--- config.mk ---
export PLATFORM = sky130hd
export DESIGN_NAME = resp_reply_frame_parser
export DESIGN_NICKNAME = d
export VERILOG_FILES = /design/src/hdl/rrfp_pkg.sv /design/src/hdl/rrfp_front.sv /design/src/hdl/rrfp_queue.sv /design/src/hdl/rrfp_back.sv /design/src/hdl/resp_reply_frame_parser.sv
export SDC_FILE = /design/constraint.sdc
export NUM_CORES = 1
export LEC_CHECK = 0
export BUFFER_PORTS_ARGS = -buffer_cell sky130_fd_sc_hd__buf_2
export CORE_ASPECT_RATIO = 0.8
export CORE_MARGIN = 2
export CORE_UTILIZATION = 25
export DETAILED_ROUTE_END_ITERATION = 7
export SYNTH_ARGS = -nofsm -noshare
export SYNTH_HDL_FRONTEND = slang
export SYNTH_SLANG_ARGS = --single-unit
--- constraint.sdc ---
create_clock -name clk -period 4.34 [get_ports clk]
set_clock_uncertainty 0.05 [all_clocks]
set_input_delay 0.217 -clock clk [delete_from_list [all_inputs] [get_ports clk]]
set_output_delay 0.217 -clock clk [all_outputs]
set_load 0.02 [all_outputs]
--- src/hdl/rrfp_pkg.sv ---
`timescale 1ns / 1ps
// ----------------------------------------------------------------------------
// rrfp_pkg: shared types and constants of the reply frame parser
// Result kinds, character codes and the record that travels from the
// classifying front end through the queue to the output sequencer.
// ----------------------------------------------------------------------------
package rrfp_pkg;

	// result kinds as seen on out_kind
	typedef enum logic [1:0] {
		KIND_MSG     = 2'd0,
		KIND_DATA    = 2'd1,
		KIND_VERDICT = 2'd2
	} kind_t;

	// character codes
	localparam logic [7:0] CH_PLUS   = 8'h2B;
	localparam logic [7:0] CH_MINUS  = 8'h2D;
	localparam logic [7:0] CH_O      = 8'h4F;
	localparam logic [7:0] CH_K      = 8'h4B;
	localparam logic [7:0] CH_E      = 8'h45;
	localparam logic [7:0] CH_R      = 8'h52;
	localparam logic [7:0] CH_CR     = 8'h0D;
	localparam logic [7:0] CH_LF     = 8'h0A;
	localparam logic [7:0] CH_DOLLAR = 8'h24;
	localparam logic [7:0] CH_SPACE  = 8'h20;
	localparam logic [7:0] CH_ZERO   = 8'h30;
	localparam logic [7:0] CH_NINE   = 8'h39;

	// prefix lengths of "+OK" and "-ERR"
	localparam logic [2:0] OK_LEN  = 3'd3;
	localparam logic [2:0] ERR_LEN = 3'd4;

	// record queue geometry
	localparam int QUEUE_DEPTH = 4;
	localparam int QPTR_BITS   = 2;
	localparam int QCNT_BITS   = 3;

	// width of the reported length
	localparam int OUT_LEN_BITS = 32;

	// one queued record: an optional flushed CR beat ahead of the main beat
	typedef struct packed {
		logic                    has_cr;
		kind_t                   kind;
		logic [7:0]              data;
		logic                    frame_ok;
		logic                    success;
		logic [OUT_LEN_BITS-1:0] length;
	} rec_t;

	// expected prefix character at a given position
	function automatic logic [7:0] prefix_char(input logic succ, input logic [2:0] idx);
		logic [7:0] ch;
		ch = 8'h00;
		if (succ) begin
			case (idx)
				3'd1: ch = CH_O;
				3'd2: ch = CH_K;
				default: ch = 8'h00;
			endcase
		end else begin
			case (idx)
				3'd1: ch = CH_E;
				3'd2: ch = CH_R;
				3'd3: ch = CH_R;
				default: ch = 8'h00;
			endcase
		end
		return ch;
	endfunction

endpackage

--- src/hdl/rrfp_front.sv ---
`timescale 1ns / 1ps
// ----------------------------------------------------------------------------
// rrfp_front: frame classifier
// Runs the parse state per accepted byte and pushes one record per byte that
// yields results: message bytes, data bytes or the end of frame verdict.
// ----------------------------------------------------------------------------
module rrfp_front #(
	parameter int LEN_BITS = 32
) (
	input  logic             clk,
	input  logic             arst_n,
	input  logic             in_valid,
	output logic             in_ready,
	input  logic [7:0]       in_byte,
	input  logic             in_last,
	output logic             push_valid,
	output rrfp_pkg::rec_t   push_rec,
	input  logic             push_ready
);

	typedef enum logic [3:0] {
		PH_PREFIX,
		PH_AFTER_PREFIX,
		PH_STATUS_LF,
		PH_MESSAGE,
		PH_DOLLAR,
		PH_LEN_FIRST,
		PH_LEN_MORE,
		PH_LEN_LF,
		PH_DATA,
		PH_END_LF,
		PH_FAULT
	} phase_t;

	phase_t              phase_q, phase_d;
	logic [2:0]          pidx_q, pidx_d;
	logic                succ_q, succ_d;
	logic                pend_cr_q, pend_cr_d;
	logic [LEN_BITS-1:0] len_q, len_d;
	logic [LEN_BITS-1:0] remain_q, remain_d;

	logic                fire;
	logic                emit;
	rrfp_pkg::rec_t      rec;
	logic                is_digit;
	logic [3:0]          digit;
	logic [LEN_BITS+3:0] len_x10;
	logic                len_ovf;
	logic [2:0]          plen;
	logic                verdict_ok;
	logic [LEN_BITS+rrfp_pkg::OUT_LEN_BITS-1:0] len_ext;

	assign fire     = in_valid && push_ready;
	assign in_ready = push_ready;

	// decimal accumulate with overflow check past LEN_BITS
	assign is_digit = (in_byte >= rrfp_pkg::CH_ZERO) && (in_byte <= rrfp_pkg::CH_NINE);
	assign digit    = 4'(in_byte - rrfp_pkg::CH_ZERO);
	assign len_x10  = ({4'b0, len_q} << 3) + ({4'b0, len_q} << 1)
		+ (LEN_BITS+4)'(digit);
	assign len_ovf  = |len_x10[LEN_BITS+3:LEN_BITS];

	assign plen       = succ_q ? rrfp_pkg::OK_LEN : rrfp_pkg::ERR_LEN;
	assign verdict_ok = (phase_q == PH_END_LF) && (in_byte == rrfp_pkg::CH_LF);
	assign len_ext    = {{rrfp_pkg::OUT_LEN_BITS{1'b0}}, len_q};

	// next state and record contents
	always_comb begin
		phase_d   = phase_q;
		pidx_d    = pidx_q;
		succ_d    = succ_q;
		pend_cr_d = pend_cr_q;
		len_d     = len_q;
		remain_d  = remain_q;
		emit      = 1'b0;
		rec       = '0;
		rec.kind  = rrfp_pkg::KIND_MSG;
		rec.data  = in_byte;

		if (in_last) begin
			emit          = 1'b1;
			rec.kind      = rrfp_pkg::KIND_VERDICT;
			rec.data      = 8'h00;
			rec.frame_ok  = verdict_ok;
			rec.success   = verdict_ok && succ_q;
			rec.length    = verdict_ok ? len_ext[rrfp_pkg::OUT_LEN_BITS-1:0] : '0;
			phase_d       = PH_PREFIX;
			pidx_d        = 3'd0;
			succ_d        = 1'b0;
			pend_cr_d     = 1'b0;
			len_d         = '0;
			remain_d      = '0;
		end else begin
			case (phase_q)
				PH_PREFIX: begin
					if (pidx_q == 3'd0) begin
						if (in_byte == rrfp_pkg::CH_PLUS) begin
							succ_d = 1'b1;
							pidx_d = 3'd1;
						end else if (in_byte == rrfp_pkg::CH_MINUS) begin
							succ_d = 1'b0;
							pidx_d = 3'd1;
						end else begin
							phase_d = PH_FAULT;
						end
					end else if ((pidx_q < plen)
						&& (in_byte == rrfp_pkg::prefix_char(succ_q, pidx_q))) begin
						pidx_d = pidx_q + 3'd1;
						if (pidx_q + 3'd1 == plen)
							phase_d = PH_AFTER_PREFIX;
					end else begin
						phase_d = PH_FAULT;
					end
				end
				PH_AFTER_PREFIX: begin
					if (in_byte == rrfp_pkg::CH_SPACE)
						phase_d = PH_MESSAGE;
					else if (in_byte == rrfp_pkg::CH_CR)
						phase_d = PH_STATUS_LF;
					else
						phase_d = PH_FAULT;
				end
				PH_STATUS_LF: begin
					phase_d = (in_byte == rrfp_pkg::CH_LF) ? PH_DOLLAR : PH_FAULT;
				end
				PH_MESSAGE: begin
					if (pend_cr_q) begin
						if (in_byte == rrfp_pkg::CH_LF) begin
							pend_cr_d = 1'b0;
							phase_d   = PH_DOLLAR;
						end else if (in_byte == rrfp_pkg::CH_CR) begin
							// held cr goes out, the new one is held
							emit = 1'b1;
						end else begin
							// held cr goes out ahead of this byte
							emit       = 1'b1;
							rec.has_cr = 1'b1;
							pend_cr_d  = 1'b0;
						end
					end else if (in_byte == rrfp_pkg::CH_CR) begin
						pend_cr_d = 1'b1;
					end else begin
						emit = 1'b1;
					end
				end
				PH_DOLLAR: begin
					if (in_byte == rrfp_pkg::CH_DOLLAR) begin
						phase_d = PH_LEN_FIRST;
						len_d   = '0;
					end else begin
						phase_d = PH_FAULT;
					end
				end
				PH_LEN_FIRST, PH_LEN_MORE: begin
					if (is_digit) begin
						if (len_ovf) begin
							phase_d = PH_FAULT;
						end else begin
							len_d   = len_x10[LEN_BITS-1:0];
							phase_d = PH_LEN_MORE;
						end
					end else if ((in_byte == rrfp_pkg::CH_CR) && (phase_q == PH_LEN_MORE)) begin
						phase_d = PH_LEN_LF;
					end else begin
						phase_d = PH_FAULT;
					end
				end
				PH_LEN_LF: begin
					if (in_byte == rrfp_pkg::CH_LF) begin
						phase_d  = PH_DATA;
						remain_d = len_q;
					end else begin
						phase_d = PH_FAULT;
					end
				end
				PH_DATA: begin
					if (remain_q != '0) begin
						emit     = 1'b1;
						rec.kind = rrfp_pkg::KIND_DATA;
						remain_d = remain_q - LEN_BITS'(1);
					end else if (in_byte == rrfp_pkg::CH_CR) begin
						phase_d = PH_END_LF;
					end else begin
						phase_d = PH_FAULT;
					end
				end
				default: begin
					phase_d = PH_FAULT;
				end
			endcase
			if (phase_d == PH_FAULT)
				pend_cr_d = 1'b0;
		end
	end

	assign push_valid = fire && emit;
	assign push_rec   = rec;

	// parse state
	always_ff @(posedge clk or negedge arst_n) begin
		if (!arst_n) begin
			phase_q   <= PH_PREFIX;
			pidx_q    <= 3'd0;
			succ_q    <= 1'b0;
			pend_cr_q <= 1'b0;
			len_q     <= '0;
			remain_q  <= '0;
		end else if (fire) begin
			phase_q   <= phase_d;
			pidx_q    <= pidx_d;
			succ_q    <= succ_d;
			pend_cr_q <= pend_cr_d;
			len_q     <= len_d;
			remain_q  <= remain_d;
		end
	end

endmodule

--- src/hdl/rrfp_queue.sv ---
`timescale 1ns / 1ps
// ----------------------------------------------------------------------------
// rrfp_queue: record queue
// Small first-in first-out store between the classifier and the output
// sequencer; push and pop may happen in the same cycle.
// ----------------------------------------------------------------------------
module rrfp_queue (
	input  logic           clk,
	input  logic           arst_n,
	input  logic           push_valid,
	input  rrfp_pkg::rec_t push_rec,
	output logic           push_ready,
	output logic           pop_valid,
	output rrfp_pkg::rec_t pop_rec,
	input  logic           pop_ready
);

	rrfp_pkg::rec_t                  mem_q [rrfp_pkg::QUEUE_DEPTH];
	logic [rrfp_pkg::QPTR_BITS-1:0]  wr_ptr_q;
	logic [rrfp_pkg::QPTR_BITS-1:0]  rd_ptr_q;
	logic [rrfp_pkg::QCNT_BITS-1:0]  count_q;
	logic                            do_push;
	logic                            do_pop;

	assign push_ready = (count_q != rrfp_pkg::QCNT_BITS'(rrfp_pkg::QUEUE_DEPTH));
	assign pop_valid  = (count_q != '0);
	assign pop_rec    = mem_q[rd_ptr_q];
	assign do_push    = push_valid && push_ready;
	assign do_pop     = pop_valid && pop_ready;

	// storage
	always_ff @(posedge clk) begin
		if (do_push)
			mem_q[wr_ptr_q] <= push_rec;
	end

	// pointers and fill count
	always_ff @(posedge clk or negedge arst_n) begin
		if (!arst_n) begin
			wr_ptr_q <= '0;
			rd_ptr_q <= '0;
			count_q  <= '0;
		end else begin
			if (do_push)
				wr_ptr_q <= wr_ptr_q + rrfp_pkg::QPTR_BITS'(1);
			if (do_pop)
				rd_ptr_q <= rd_ptr_q + rrfp_pkg::QPTR_BITS'(1);
			if (do_push && !do_pop)
				count_q <= count_q + rrfp_pkg::QCNT_BITS'(1);
			else if (do_pop && !do_push)
				count_q <= count_q - rrfp_pkg::QCNT_BITS'(1);
		end
	end

endmodule

--- src/hdl/rrfp_back.sv ---
`timescale 1ns / 1ps
// ----------------------------------------------------------------------------
// rrfp_back: output sequencer
// Turns each queued record into one or two result beats (a flushed CR ahead
// of the byte that follows it) and holds them in the output register.
// ----------------------------------------------------------------------------
module rrfp_back (
	input  logic           clk,
	input  logic           arst_n,
	input  logic           pop_valid,
	input  rrfp_pkg::rec_t pop_rec,
	output logic           pop_ready,
	output logic           out_valid,
	input  logic           out_ready,
	output logic [1:0]     out_kind,
	output logic [7:0]     out_byte,
	output logic           frame_valid,
	output logic           status_success,
	output logic [31:0]    data_length,
	output logic           run_last
);

	logic                 out_valid_q;
	rrfp_pkg::kind_t      kind_q;
	logic [7:0]           byte_q;
	logic                 ok_q;
	logic                 succ_q;
	logic [31:0]          len_q;
	logic                 cr_done_q;
	logic                 load;
	logic                 split;

	// output register free or being emptied this cycle
	assign load      = !out_valid_q || out_ready;
	assign split     = pop_rec.has_cr && !cr_done_q;
	assign pop_ready = load && !split;

	// control: beat valid and cr half of a split record
	always_ff @(posedge clk or negedge arst_n) begin
		if (!arst_n) begin
			out_valid_q <= 1'b0;
			cr_done_q   <= 1'b0;
		end else if (load) begin
			out_valid_q <= pop_valid;
			if (pop_valid)
				cr_done_q <= split;
		end
	end

	// beat payload
	always_ff @(posedge clk) begin
		if (load && pop_valid) begin
			if (split) begin
				kind_q <= rrfp_pkg::KIND_MSG;
				byte_q <= rrfp_pkg::CH_CR;
				ok_q   <= 1'b0;
				succ_q <= 1'b0;
				len_q  <= '0;
			end else begin
				kind_q <= pop_rec.kind;
				byte_q <= pop_rec.data;
				ok_q   <= pop_rec.frame_ok;
				succ_q <= pop_rec.success;
				len_q  <= pop_rec.length;
			end
		end
	end

	assign out_valid      = out_valid_q;
	assign out_kind       = kind_q;
	assign out_byte       = byte_q;
	assign frame_valid    = ok_q;
	assign status_success = succ_q;
	assign data_length    = len_q;
	assign run_last       = (kind_q == rrfp_pkg::KIND_VERDICT);

endmodule

--- src/hdl/resp_reply_frame_parser.sv ---
`timescale 1ns / 1ps
// ----------------------------------------------------------------------------
// resp_reply_frame_parser: reply frame parser top level
// Byte-wide parser of "+OK"/"-ERR" reply frames carrying a length-prefixed
// bulk payload; streams message and data bytes and ends each frame with a
// verdict beat.
// ----------------------------------------------------------------------------
// The block takes one frame byte per cycle (in_last on the final byte)
// while the queue has room, and emits one result beat per cycle while
// out_ready is high. Most bytes give zero or one beat; a message byte that
// follows a held CR gives two (the CR, then the byte), so the sustained
// input rate is one byte per cycle except behind such pairs. A byte is
// classified and written to a four-record queue at the edge that accepts
// it, and the output register loads from the queue whenever it is free or
// being emptied. The queue lets input keep flowing while the output stalls,
// until it holds four records. A length that does not fit in LEN_BITS
// bits is a protocol error; data_length reports the low 32 bits of the
// length.
module resp_reply_frame_parser #(
	parameter int LEN_BITS = 32
) (
	input  logic        clk,
	input  logic        arst_n,
	input  logic        in_valid,
	output logic        in_ready,
	input  logic [7:0]  in_byte,
	input  logic        in_last,
	output logic        out_valid,
	input  logic        out_ready,
	output logic [1:0]  out_kind,
	output logic [7:0]  out_byte,
	output logic        frame_valid,
	output logic        status_success,
	output logic [31:0] data_length,
	output logic        run_last
);

	logic           push_valid;
	logic           push_ready;
	rrfp_pkg::rec_t push_rec;
	logic           pop_valid;
	logic           pop_ready;
	rrfp_pkg::rec_t pop_rec;

	// classifier
	rrfp_front #(
		.LEN_BITS(LEN_BITS)
	) u_front (
		.clk       (clk),
		.arst_n    (arst_n),
		.in_valid  (in_valid),
		.in_ready  (in_ready),
		.in_byte   (in_byte),
		.in_last   (in_last),
		.push_valid(push_valid),
		.push_rec  (push_rec),
		.push_ready(push_ready)
	);

	// record queue
	rrfp_queue u_queue (
		.clk       (clk),
		.arst_n    (arst_n),
		.push_valid(push_valid),
		.push_rec  (push_rec),
		.push_ready(push_ready),
		.pop_valid (pop_valid),
		.pop_rec   (pop_rec),
		.pop_ready (pop_ready)
	);

	// output sequencer
	rrfp_back u_back (
		.clk           (clk),
		.arst_n        (arst_n),
		.pop_valid     (pop_valid),
		.pop_rec       (pop_rec),
		.pop_ready     (pop_ready),
		.out_valid     (out_valid),
		.out_ready     (out_ready),
		.out_kind      (out_kind),
		.out_byte      (out_byte),
		.frame_valid   (frame_valid),
		.status_success(status_success),
		.data_length   (data_length),
		.run_last      (run_last)
	);

endmodule

-- Yosys cells after proc, flatten, opt, wreduce, memory -nomap -nowiden
Memories as Yosys holds them, arrays and structs flattened.
Cells that the tools add are included.
- equality and inequality tests: 29
- order comparisons: 3
- reduce and logical (&&, ||, !) cells: 41
- muxes and demuxes: 72
- add/subtract/negate cells: 9
- operator list (cell ; number):
    32-bit 2-to-1 mux ; 8
    32-bit one-hot mux with 2 select lines ; 2
    4-bit 2-to-1 mux ; 17
    42-bit 2-to-1 mux ; 1
    35-bit by 33-bit adder with 36-bit output ; 1
    36-bit by 4-bit adder with 36-bit output ; 1
    8-bit by 6-bit equality test with 1-bit output (second input constant) ; 4
    8-bit 2-to-1 mux ; 4
    4-bit one-hot mux with 8 select lines ; 1
    32-bit nonzero test ; 1
    32-bit by 1-bit subtractor with 32-bit output (second input constant) ; 1
    7-bit one-hot mux with 2 select lines ; 2
    3-bit 2-to-1 mux ; 9
    1-bit 2-to-1 mux ; 23
    3-bit nonzero test ; 6
    4-bit by 3-bit equality test with 1-bit output (second input constant) ; 4
    8-bit by 4-bit equality test with 1-bit output (second input constant) ; 2
    1-bit logical AND ; 14
    4-bit equality test (second input constant) ; 3
    3-bit by 2-bit inequality test with 1-bit output (second input constant) ; 4
    4-bit AND reduction ; 3
    4-bit by 2-bit equality test with 1-bit output (second input constant) ; 2
    8-bit equality test ; 1
    8-bit by 6-bit >= comparator with 1-bit output (second input constant) ; 1
    24 further kinds ; 39
- register bits after elaboration: 126
- word-level logic and storage cells: 171
- output and inout bits: 47
- memories: 1
- bits in writable memories: 180
- bits of input ports: 13
- memories (memory ; depth ; bits a word ; rd ports ; clocked after Yosys merged registers in ; write ports ; line ; text):
    u_queue.mem_q ; 4 ; 45 ; 1 ; 0 ; 1 ; rrfp_queue.sv:18 ; rrfp_pkg::rec_t mem_q [rrfp_pkg::QUEUE_DEPTH];

-- Longest topological paths before layout
- depth in word-level cells: 16
- mapped depth: 15
- gate-level depth less buffers: 15

-- Hierarchy
From an unflattened synthesis, not the netlist that was laid out.
- cells, all modules: 1231
- area total of the unflattened synthesis: 15716.3 sq um
- modules (own cells, without submodules) (module ; cells an instance ; area each (sq um) ; times used ; sequential area each (sq um)):
    rrfp_front ; 859 ; 7033.0 ; 1 ; 1826.8
    rrfp_queue ; 270 ; 6924.1 ; 1 ; 5580.4
    rrfp_back ; 102 ; 1759.2 ; 1 ; 1371.3

-- Least setup slack after synthesis
OpenSTA, ideal clock, no wires.
- kind: flip-flop to flip-flop
- from: register u_queue.count_q[0] (netlist name)
- to: register u_queue.count_q[1] (netlist name)
- library setup time: 0.125 ns
- slack: 0.021 ns
- stages on the path, launching flop included: 8
- path buffers: 0
- arrival time: 4.144 ns
- clock period less this slack: 4.319 ns
- data required time: 4.165 ns
- cell sequence: dfrtp_1 -> nor3_1 -> a21oi_1 -> nand2b_1 -> ha_1 -> inv_1 -> fa_1 -> mux2_2
- cells in the longest elaborated chain, start to end: 7
- elaborated cells between the ends (all ways): 15
- those cells by class: 2 x add/sub; 1 x eq/ne; 2 x mux; 10 x reduce/logical
- ends and longest elaborated chain (item ; line ; text):
    start, declared ; rrfp_queue.sv:21 ; logic [rrfp_pkg::QCNT_BITS-1:0] count_q;
    start signal, assigned ; rrfp_queue.sv:49 ; count_q <= count_q + rrfp_pkg::QCNT_BITS'(1);
    start signal, assigned ; rrfp_queue.sv:51 ; count_q <= count_q - rrfp_pkg::QCNT_BITS'(1);
    parallel branches: the longest is 7 deep, another holds 3-bit by 1-bit subtractor with 3-bit output ; -- ;
Several ways; the timed one is not identified. The select of a mux whose other input is x is not followed.
A chain may end at the register's enable or synchronous reset.

-- Final worst setup path
- from: register u_front.len_q[0]
- to: register u_front.len_q[9]
- cells in the longest elaborated chain, start to end: 6
- elaborated cells between the ends (all ways): 9
- those cells by class: 2 x add/sub; 1 x eq/ne; 4 x mux; 2 x reduce/logical
- ends and longest elaborated chain (item ; line ; text):
    start, declared ; rrfp_front.sv:39 ; logic [LEN_BITS-1:0] len_q, len_d;
    start signal, assigned ; rrfp_front.sv:213 ; len_q <= len_d;
    35-bit by 33-bit adder with 36-bit output * ; rrfp_front.sv:59 ; assign len_x10 = ({4'b0, len_q} << 3) + ({4'b0, len_q} << 1)
    36-bit by 4-bit adder with 36-bit output * ; rrfp_front.sv:60 ; + (LEN_BITS+4)'(digit);
    32-bit 2-to-1 mux ; rrfp_front.sv:156 ; if (len_ovf) begin
    32-bit 2-to-1 mux ; rrfp_front.sv:155 ; if (is_digit) begin
    32-bit one-hot mux with 2 select lines ; rrfp_front.sv:94 ; case (phase_q)
    32-bit 2-to-1 mux ; rrfp_front.sv:80 ; if (in_last) begin
Mark *: on every way between the ends. The rest lies on a longest branch, timed or not. The select of a mux whose other input is x is not followed.

==> impl_metrics.py <==
metrics = {
    "run_status": {
        "status": "completed",
    },
    "clocking": {
        "cts_resized": 0,
        "cts_tree": "done",
        "post_cts_buffers": 0,
        "path_clk_slew_ns": 0.06,
        "cts.sinks": 306,
        "htree_levels": 2,
        "cts.path.max_buffers": 3,
        "hold_buffers": 2,
        "clk_latency_ns": 0.51,
        "cts_root_buffer": "clkbuf_16",
        "cts_buffers": 34,
    },
    "critical_path": {
        "arrival_ns": 4.26,
        "critPathRequiredTime_ns": 4.68,
        "critPathMaxFanout": 17,
        "crit_type": "register to register",
        "endpoint_kind": "register",
        "cp-start-kind": "register",
    },
    "route": {
        "drt-total-wl_um": 36200,
        "vias_per_cell": 4.86,
        "wl_per_cell_um": 17.3,
        "drtAntennaViolNets": 0,
        "drtIter0Drc": 872,
        "vias": 10163,
        "drt_pass1_iterations": 5,
        "remaining_drc_errors": 0,
    },
    "hold_path": {
        "hold_path.class": "input port to register",
    },
    "synthesis": {
        "yosysWarnings": 0,
        "synth_edf_count": 224,
        "postSynthCellCount": 1217,
        "synth_nets": 1309,
        "ys_types": 69,
        "netlist_area_mm2": 0.0153,
        "synth-seq-cells": 306,
        "async_reset_ff_frac": 0.268,
        "synth_flop_cell": "edfxtp_1",
        "ys_seq_area_frac": 0.575,
        "syn_avg_cell_area_um2": 12.6,
    },
    "cells_and_area": {
        "final_cell_mix": "edfxtp_1 (224), nor2_1 (95), dfrtp_1 (80)",
        "diodes": 0,
        "drive_gt1_frac": 0.152,
        "syn_to_final_growth_pct": 15.5,
        "fin_util": 0.290,
        "nets": 1370,
        "final_common_cell": "edfxtp_1",
    },
    "place": {
        "place_hpwl_um": 24500,
        "globalplace.congestion": 0.859,
        "io_buffers": 59,
    },
    "pwr": {
        "seq_power_share": 0.390,
        "p_switching_mw": 4.03,
        "comb_power_share": 0.364,
        "power_mw": 11.3,
        "clkPwrFrac": 0.246,
        "power_density_mw_per_mm2": 639,
        "ir_drop_v": 0.000243,
        "leakage_nw": 6.59,
        "intPower_mw": 7.26,
        "p_sw_frac": 0.357,
    },
    "sta": {
        "period_needed_ns": 3.92,
        "hold_ws_ns": 0.0628,
        "finalSetupViolCount": 0,
        "tns_ns": 0,
        "max_freq_mhz": 255,
        "maxSlewHeadroom": 0.386,
        "final_max_slew_viol_count": 0,
        "min_period_over_period": 0.904,
        "rsz0062_at_grt": "no",
        "final_hold_viol_count": 0,
        "worst_pin_slew_ns": 0.920,
    },
    "floorplanning": {
        "die_area_mm2": 0.0631,
        "die_x_um": 280,
        "fp.dieH_um": 225,
        "num_rows": 81,
        "initial_core_util": 0.251,
        "io_pins": 60,
        "coreArea_mm2": 0.0608,
    },
    "global_routing": {
        "grtUsageTotal": 0.116,
        "grt_max_degree": 59,
        "first_global_vias": 10208,
        "grt_antenna_before_repair": 0,
        "grt_pass1_wl_um": 58100,
        "grt-ovfl-total": 0,
    },
    "flow_run": {
        "cap_violations": 0,
    },
}
[layer usage]
metal | wire (µm) | vias up | GRT usage
li1 | - | 4727 | -
met1 | 16800 | 5112 | 0.163
met2 | 16900 | 273 | 0.186
met3 | 1770 | 51 | 0.0198
met4 | 664 | 0 | 0.0300
met5 | 0 | - | 0
[cell families after synthesis]
kind of cell	synth area share
adders and majority gates	0.0662
DFF	0.575
and+or+nand+nor	0.125
xor gates and xnor gates	0.0229
muxes	0.0698
buffers and inverters	0.0228
AOI/OAI and AO/OA	0.118
[synthesized netlist by cell type (4+ instances only)]
cell type / number / area [µm²]
edfxtp_1: 224 / 6730
nor2_1: 95 / 357
dfrtp_1: 82 / 2050
a21oi_1: 79 / 395
ha_1: 76 / 951
nand2_1: 65 / 244
o21ai_1: 64 / 320
nor2b_1: 59 / 369
mux4_2: 45 / 1010
clkbuf_1: 43 / 161
and2_1: 40 / 250
o21ai_0: 33 / 165
xnor2_1: 28 / 245
inv_1: 26 / 97.6
o2bb2ai_1: 26 / 228
nor3_1: 23 / 115
nand3_1: 17 / 85.1
nor4_1: 16 / 100
xor2_1: 12 / 105
nand4_1: 10 / 62.6
nand2b_1: 9 / 56.3
buf_2: 8 / 40.0
o21a_1: 8 / 60.1
a21o_1: 7 / 52.6
a22o_1: 7 / 61.3
a22oi_1: 7 / 52.6
a31oi_1: 7 / 43.8
and3_1: 6 / 37.5
buf_1: 6 / 22.5
o211ai_1: 6 / 45.0
or3_1: 6 / 37.5
a211oi_1: 5 / 37.5
o21bai_1: 5 / 37.5
o31ai_1: 5 / 37.5
nor3b_1: 4 / 30.0
o2111ai_1: 4 / 35.0
or2_2: 4 / 25.0
[layout make-up]
type	instances	area [µm²]
Fill cell	6114	43200
Sequential cell	306	8780
Multi-Input combinational cell	825	6180
Tap cell	788	986
Clock buffer	47	941
Timing Repair Buffer	85	536
Clock inverter	14	129
Inverter	26	97.6
[worst paths after layout]
path	slack, ns	end	start	depth (start not counted)
max	0.42	u_front.len_q[9]	u_front.len_q[0]	15
min reg2reg	0.45	u_front.remain_q[12]	u_front.remain_q[12]	2
min in group asynchronous	0.25	u_front.len_q[16]	arst_n	2
min	0.06	u_front.succ_q	in_byte[5]	3
max reg2reg	0.42	u_front.len_q[9]	u_front.len_q[0]	15
max in group asynchronous	2.99	u_front.remain_q[12]	arst_n	3
[sequential cells by signal, summed over array words and instances, names as in the netlist, 2 cells and up]
register	flops
u_back.data_length	32
u_queue.count_q	3
u_front.len_q	32
u_front.remain_q	32
u_front.pidx_q	3
u_queue.rd_ptr_q	2
u_queue.wr_ptr_q	2
u_front.phase_q	4
u_queue.mem_q	180
u_back.out_kind	2
u_back.out_byte	8
[stage by stage]
stage                     setup WS, ns  instance area (µm²)  std cells
final                            0.418                17700       2091
after global routing             0.176                17700       2091
after CTS                        0.422                17700       2091
after detailed placement         0.416                16600       2028
after global placement           0.509                16600       2028
after floorplan                 0.0212                15300       1217
[power by group through the flow]
stage / sequential, mW / clock (mW) / combinational [mW]
3_3_place_gp: 4.43 / 0 / 4.15
5_1_grt: 4.49 / 2.97 / 4.58
3_5_place_dp: 4.46 / 0 / 4.16
4_1_cts: 4.41 / 2.85 / 4.19
6_report: 4.40 / 2.77 / 4.11
2_1_floorplan: 4.60 / 0 / 2.71
[critical path, cell delays in order (launching register included)]
cell and delay [ns]:
dfrtp_1 0.41, inv_1 0.09, fa_1 0.52, inv_1 0.07
ha_1 0.29, a21o_1 0.15, a21oi_1 0.31, o31a_1 0.24
o211ai_2 0.17, a41oi_2 0.32, xnor2_1 0.10, a311o_1 0.32
nor3_4 0.20, o41ai_4 0.09, buf_4 0.23, a22o_1 0.24
No activity file was read; power rests on OpenSTA's default activity.
